File: config.mk
export PLATFORM = sky130hd
export DESIGN_NAME = pfp_sqrt
export DESIGN_NICKNAME = d
export VERILOG_FILES = /design/src/hw/rtl/pfp_pkg.sv /design/src/hw/rtl/pfp_sqrt.sv
export SDC_FILE = /design/constraint.sdc
export NUM_CORES = 2
export LEC_CHECK = 0
export ABC_AREA = 1
export CORE_MARGIN = 2
export CORE_UTILIZATION = 37
export DETAILED_ROUTE_END_ITERATION = 8
export DONT_BUFFER_PORTS = 1
export MAX_ROUTING_LAYER = met4
export SLEW_MARGIN = 20
export SYNTH_ARGS = -nofsm -noshare
export SYNTH_HDL_FRONTEND = slang
export SYNTH_SLANG_ARGS = --single-unit
File: constraint.sdc
create_clock -name clock -period 26.9 [get_ports clock]
set_input_delay 6.725 -clock clock [delete_from_list [all_inputs] [get_ports clock]]
set_output_delay 6.725 -clock clock [all_outputs]
set_load 0.01 [all_outputs]
File: src/hw/rtl/pfp_pkg.sv
package pfp_pkg;

   localparam int CoordWidth = 32;
   localparam int EdgeW      = CoordWidth + 1;
   localparam int ProdW      = 2 * EdgeW;
   localparam int CrossW     = ProdW + 2;
   localparam int MagW       = CrossW - 1;
   localparam int ShW        = $clog2(MagW + 1);
   localparam int VecW       = 31;
   localparam int SqW        = 2 * VecW + 2;
   localparam int RootW      = SqW / 2;
   localparam int RemW       = RootW + 3;
   localparam int OneShift   = 30;
   localparam int QuotW      = OneShift + 1;
   localparam int DivW       = VecW + OneShift + 1;
   localparam int DivRemW    = RootW + 1;
   localparam int NormW      = 32;
   localparam int OffW       = 48;
   localparam int NpW        = NormW + CoordWidth;
   localparam int SumW       = NpW + 2;

   localparam int SqrtStages = 8;
   localparam int SqrtIter   = RootW / SqrtStages;
   localparam int DivStages  = 8;
   localparam int DivIter    = (QuotW + DivStages - 1) / DivStages;

   typedef logic [2:0][CoordWidth-1:0] coord3_type;
   typedef logic [2:0][VecW-1:0]       vec3_type;
   typedef logic [2:0][QuotW-1:0]      quot3_type;

   typedef struct packed {
      logic                          command;
      logic signed [CoordWidth-1:0]  p0_x;
      logic signed [CoordWidth-1:0]  p0_y;
      logic signed [CoordWidth-1:0]  p0_z;
      logic signed [CoordWidth-1:0]  p1_x;
      logic signed [CoordWidth-1:0]  p1_y;
      logic signed [CoordWidth-1:0]  p1_z;
      logic signed [CoordWidth-1:0]  p2_x;
      logic signed [CoordWidth-1:0]  p2_y;
      logic signed [CoordWidth-1:0]  p2_z;
   } req_type;

   typedef struct packed {
      logic signed [NormW-1:0] normal_x;
      logic signed [NormW-1:0] normal_y;
      logic signed [NormW-1:0] normal_z;
      logic signed [OffW-1:0]  offset_d;
      logic                    degenerate;
   } rsp_type;

   typedef struct packed {
      logic [2:0][CrossW-1:0] c;
      coord3_type             p0;
   } cross_type;

   typedef struct packed {
      vec3_type   v;
      logic [2:0] neg;
      logic       degen;
      coord3_type p0;
   } vec_type;

endpackage

File: src/hw/rtl/pfp_sqrt.sv
module pfp_sqrt (
   input  logic                      clock,
   input  logic                      reset,
   input  logic                      en,
   input  logic                      in_valid,
   input  pfp_pkg::vec_type          in_side,
   input  logic [pfp_pkg::SqW-1:0]   in_sq,
   output logic                      out_valid,
   output pfp_pkg::vec_type          out_side,
   output logic [pfp_pkg::RootW-1:0] out_root
);
   import pfp_pkg::*;

   logic [SqrtStages-1:0] v_ff, v_in;
   logic [SqW-1:0]        rad_ff [SqrtStages], rad_in [SqrtStages];
   logic [RemW-1:0]       rem_ff [SqrtStages], rem_in [SqrtStages];
   logic [RootW-1:0]      rt_ff  [SqrtStages], rt_in  [SqrtStages];
   vec_type               sd_ff  [SqrtStages], sd_in  [SqrtStages];

   // two radicand bits per step, SqrtIter steps per stage
   always_comb begin
      logic [SqW-1:0]   r;
      logic [RemW-1:0]  rm, t;
      logic [RootW-1:0] rt;
      for (int s = 0; s < SqrtStages; s++) begin
         r  = (s == 0) ? in_sq : rad_ff[s-1];
         rm = (s == 0) ? '0 : rem_ff[s-1];
         rt = (s == 0) ? '0 : rt_ff[s-1];
         for (int it = 0; it < SqrtIter; it++) begin
            rm = {rm[RemW-3:0], r[SqW-1:SqW-2]};
            r  = {r[SqW-3:0], 2'b00};
            t  = {1'b0, rt, 2'b01};
            if (rm >= t) begin
               rm = rm - t;
               rt = {rt[RootW-2:0], 1'b1};
            end else begin
               rt = {rt[RootW-2:0], 1'b0};
            end
         end
         rad_in[s] = r;
         rem_in[s] = rm;
         rt_in[s]  = rt;
         sd_in[s]  = (s == 0) ? in_side : sd_ff[s-1];
      end
      v_in = {v_ff[SqrtStages-2:0], in_valid};
   end

   always_ff @(posedge clock) begin
      if (reset) begin
         v_ff <= '0;
      end else if (en) begin
         v_ff <= v_in;
      end
   end

   always_ff @(posedge clock) begin
      if (en) begin
         rad_ff <= rad_in;
         rem_ff <= rem_in;
         rt_ff  <= rt_in;
         sd_ff  <= sd_in;
      end
   end

   assign out_valid = v_ff[SqrtStages-1];
   assign out_side  = sd_ff[SqrtStages-1];
   assign out_root  = rt_ff[SqrtStages-1];

endmodule

==> run summary <==
Timing would allow up to ~79 MHz. The leakage component of the power is about 54 nW. The sequential element share of the synthesized area is a little over half. The via count of the first global-routing pass came out at 84000. The cell that appears most often on the critical path is nand2_1. The top cell type by area accounts for roughly 53% of the synthesized area. The run finished with clean final reports.

The setup check on the worst reg-to-reg path leaves a slack of roughly 14000 ps. The worst max-slew margin expressed relative to the limit is between 15 and 20%. The deepest clock path buffer count is 4. The number of gates given a new drive strength after cts came out at 0. Fill cells in the final layout number 32200.

The H-tree level count came out at 4. The fraction of synthesized area in multiplexers is less than 1%. The floorplan step defined a core boundary enclosing ~320000 µm².

After technology mapping, the gate count stands at ~13000. The finished layout holds ~18000 standard cells, fillers aside. The clock sink total came out at 2151. The count of input and output buffers came out at 0. The count of cell types in the netlist is 73. The average size of a mapped cell is 9.11 µm². The slowest stage of the critical path belongs to the cell edfxtp_1. The final count of negative-setup-slack endpoints is 0.

The most common cell in the synthesized netlist is nand2_1. The shortest clock period the worst path allows after layout is between 10000 and 15000 ps. The wire length of the first global-routing pass is about 510000 µm. The HPWL after detailed placement came out at between 200000 and 300000 µm.

STA classifies the critical path startpoint as a flop. The total DRC errors in the routed layout came out at 0. STA classifies the critical path endpoint as a flop. For the worst flop-to-flop path, the logic depth is 50.

Wires add up to about 340000 µm. The global placement routability congestion came out at around 0.99. TritonCTS built the clock tree. The clock latency on the worst-skew pair is roughly 940 ps. After routing the design area is between 100000 and 150000 µm². The floorplan die height is 575 µm. The number of hold buffers added after CTS was 0. The final net count came out at roughly 14000. The largest net degree at the start of global routing is between 200 and 300. The startpoint of the most critical hold path is sd_ff[970]$_DFFE_PP_. After synthesis the netlist holds a flip-flop and latch count of ~2200. After clock tree synthesis, the clock-pin slew on the worst setup and hold paths is 60 ps. The per-cell routed wire length is around 19 µm. The compound-cell area share of the yosys netlist came out at under 10%. The largest stage delay on the critical path came out at between 700 and 800 ps. By area, the combinational part of the netlist is dominated by simple AND/OR/NAND/NOR gates.

The async set-reset flop share out of synthesis is 0%. The data required time of the critical path came out at between 20000 and 30000 ps. After synthesis, the cell types taking the most area are edfxtp_1 (53%), nand2_1 (11%), ha_1 (5.8%). The hold violation total from the final report came to 0. During I/O placement, the number of pins put on the boundary was 487.

The number of rows created at floorplan is 209. The floorplan step defined a die boundary enclosing between 300000 and 400000 µm². The cell area after technology mapping came out at ~120000 µm². The endpoint identified for the worst register-to-register timing path is rem_ff[59]$_DFFE_PP_. The initial core utilization is between 30% and 40%. The worst hold path was traced through 0 stages. The initial antenna violation count is 54.

The worst register-to-register path begins at rt_ff[84]$_DFFE_PP_. The number of placed cells counting well taps came out at between 15000 and 20000. The clock root buffer is clkbuf_16. The critical path is of the reg2reg type. The max-slew violation count came out at 0.

The share of synthesized cell area in and, or, nand and nor gates is between 20 and 25%. For this run, the leading register cell type out of synthesis is edfxtp_1. The biggest fanout along the worst timing path is 44. Cells with a size suffix above 1 make up 5.18% of the layout. The final-layout setup total negative slack is 0 ps. The worst IR drop on VDD came out at 0.000134 V. The pre-antenna-repair detailed-routing pass consisted of 6 iterations.

The overflow left after global routing came out at 0. The path with the worst hold slack has its endpoint at sd_ff[777]$_DFFE_PP_. In the synthesized netlist, the cells that appear most often are nand2_1 (3549), edfxtp_1 (2143), inv_1 (1507). In this run, CTS created clock tree buffers numbering between 200 and 250.

The via count normalized by instance count is slightly above 5. The cell area after placement came out at 124000 µm². At the worst endpoint, the arrival time is around 13000 ps. In this run the worst hold path is classified as reg2reg. The clock tree skew after final layout is between 50 and 60 ps. The XOR/XNOR share of the synthesized area is 3.54%.

The worst-margin pin slew is around 1200 ps. The max capacitance violation total came out at 0. Post-CTS timing repair inserted 0 buffers for setup. Setup repair after global routing left no endpoint under its margin. The violation count after the first detailed-routing iteration came out at about 7400. The power density over the cells is roughly 130 nW/µm². The total routing usage reported by global routing is 20.4%. Of the total synthesized cell area, the portion taken by full adders, half adders and majority gates is just under 6%. The share of the clock period used by the worst path came out at between 40% and 50%. Summed over all instances, the cell type with the most area after synthesis is edfxtp_1. The area growth from synthesis to layout came out at 9.12%. From left edge to right edge, the die measures 575 µm. The count of flip-flops with a built-in enable after synthesis came out at around 2100.

The total via count after detailed routing is approximately 89000. The number of antenna-violating nets in the routed design came out at 0. The yosys synthesis warning count came out at 0.
-- cells by family after synthesis --
kind of cell,after synthesis
AOI/OAI and AO/OA,1698
adders and majority gates,560
and+or+nand+nor,6437
muxes,1
buffers and inverters,1920
other,1
DFF,2151
xor gates and xnor gates,489
-- placed cells by master, fill, tap and decap left out, types with 28 or more instances in the layout --
master     netlist  layout
a21o_1          30      30
a21oi_1        674     674
a31oi_1         48      48
clkbuf_1        64      30
clkbuf_16        0     228
clkinv_1         4      54
clkinv_2         1      37
diode_2          0      28
edfxtp_1      2143    2143
ha_1           560     560
inv_1         1507    1506
inv_2           38      39
nand2_1       3549    3549
nand2_2         58      58
nand3_1        826     826
nand3_2         43      43
nand3b_1        85      85
nand4_1        214     214
nor2_1        1325    1324
nor2_2          58      58
nor3_1         141     141
o21a_1          51      51
o21ai_0        691     691
o21ai_1         57      57
o21bai_1        30      30
or2_2           30      30
xnor2_1        291     291
xor2_1         198     198
-- state kept, by name (all words and copies together) (netlist names) --
signal	flops
out_root	32
out_side	193
rad_ff	224
rem_ff	231
rt_ff	112
sd_ff	1351
v_ff	8
-- metrics by stage --
stage / hold WS, ps / util [%] / setup slack, ps / power, W
final: 361 / 40.6 / 14170 / 0.0173
after global placement: 400 / 38.2 / 13840 / 0.0141
after detailed placement: 405 / 38.3 / 14310 / 0.0141
after CTS: 361 / 40.6 / 14290 / 0.0173
after global routing: 361 / 40.6 / 13040 / 0.0188
after floorplan: 400 / - / 15740 / 0.0114
-- per-layer routing --
metal | global-route usage (%) | wire, µm | vias up
met5 | - | 0 | -
met2 | 32.6 | 156000 | 2348
met1 | 27.3 | 153000 | 41700
met3 | 2.63 | 18000 | 502
met4 | 5.24 | 9150 | 0
li1 | - | - | 44400
-- worst max-delay path by stage --
stage                        startpoint                    end  slack, ps  depth (start not counted)
global route        rt_ff[84]$_DFFE_PP_   rem_ff[59]$_DFFE_PP_      13040                         50
finish              rt_ff[84]$_DFFE_PP_   rem_ff[59]$_DFFE_PP_      14170                         50
CTS                 rt_ff[84]$_DFFE_PP_   rem_ff[59]$_DFFE_PP_      14290                         50
global placement    rt_ff[84]$_DFFE_PP_   rem_ff[59]$_DFFE_PP_      13840                         49
detailed placement            in_sq[61]  rem_ff[264]$_DFFE_PP_      14310                         28
floorplan                     in_sq[61]  rem_ff[260]$_DFFE_PP_      15740                         33
-- area by class of cell --
type,count,area (µm²),share of cell area [%]
Tap cell,4325,5410,4.10
Multi-Input combinational cell,9189,48000,36.4
Inverter,1552,5830,4.42
Timing Repair Buffer,32,541,0.410
Antenna cell,28,70.1,0.0531
Sequential cell,2151,64500,48.9
Clock inverter,166,1690,1.28
Clock buffer,258,5820,4.41
-- power by group --
group / internal (W) / leakage [nW] / switching [W]
Sequential: 0.00422 / 20.9 / 0.000208
Clock: 0.00178 / 3.62 / 0.00135
Combinational: 0.00312 / 29.0 / 0.00661
Total: 0.00911 / 53.6 / 0.00817
-- critical path, delay by kind of cell (launching register included) --
kind            cells  cell delay [ps]
compound gates     15             3500
flops               1              740
simple gates       21             3590
buf+inv            10             2750
fa+ha+maj           4             1720
Note: power is estimated with default switching activity, not from simulation.
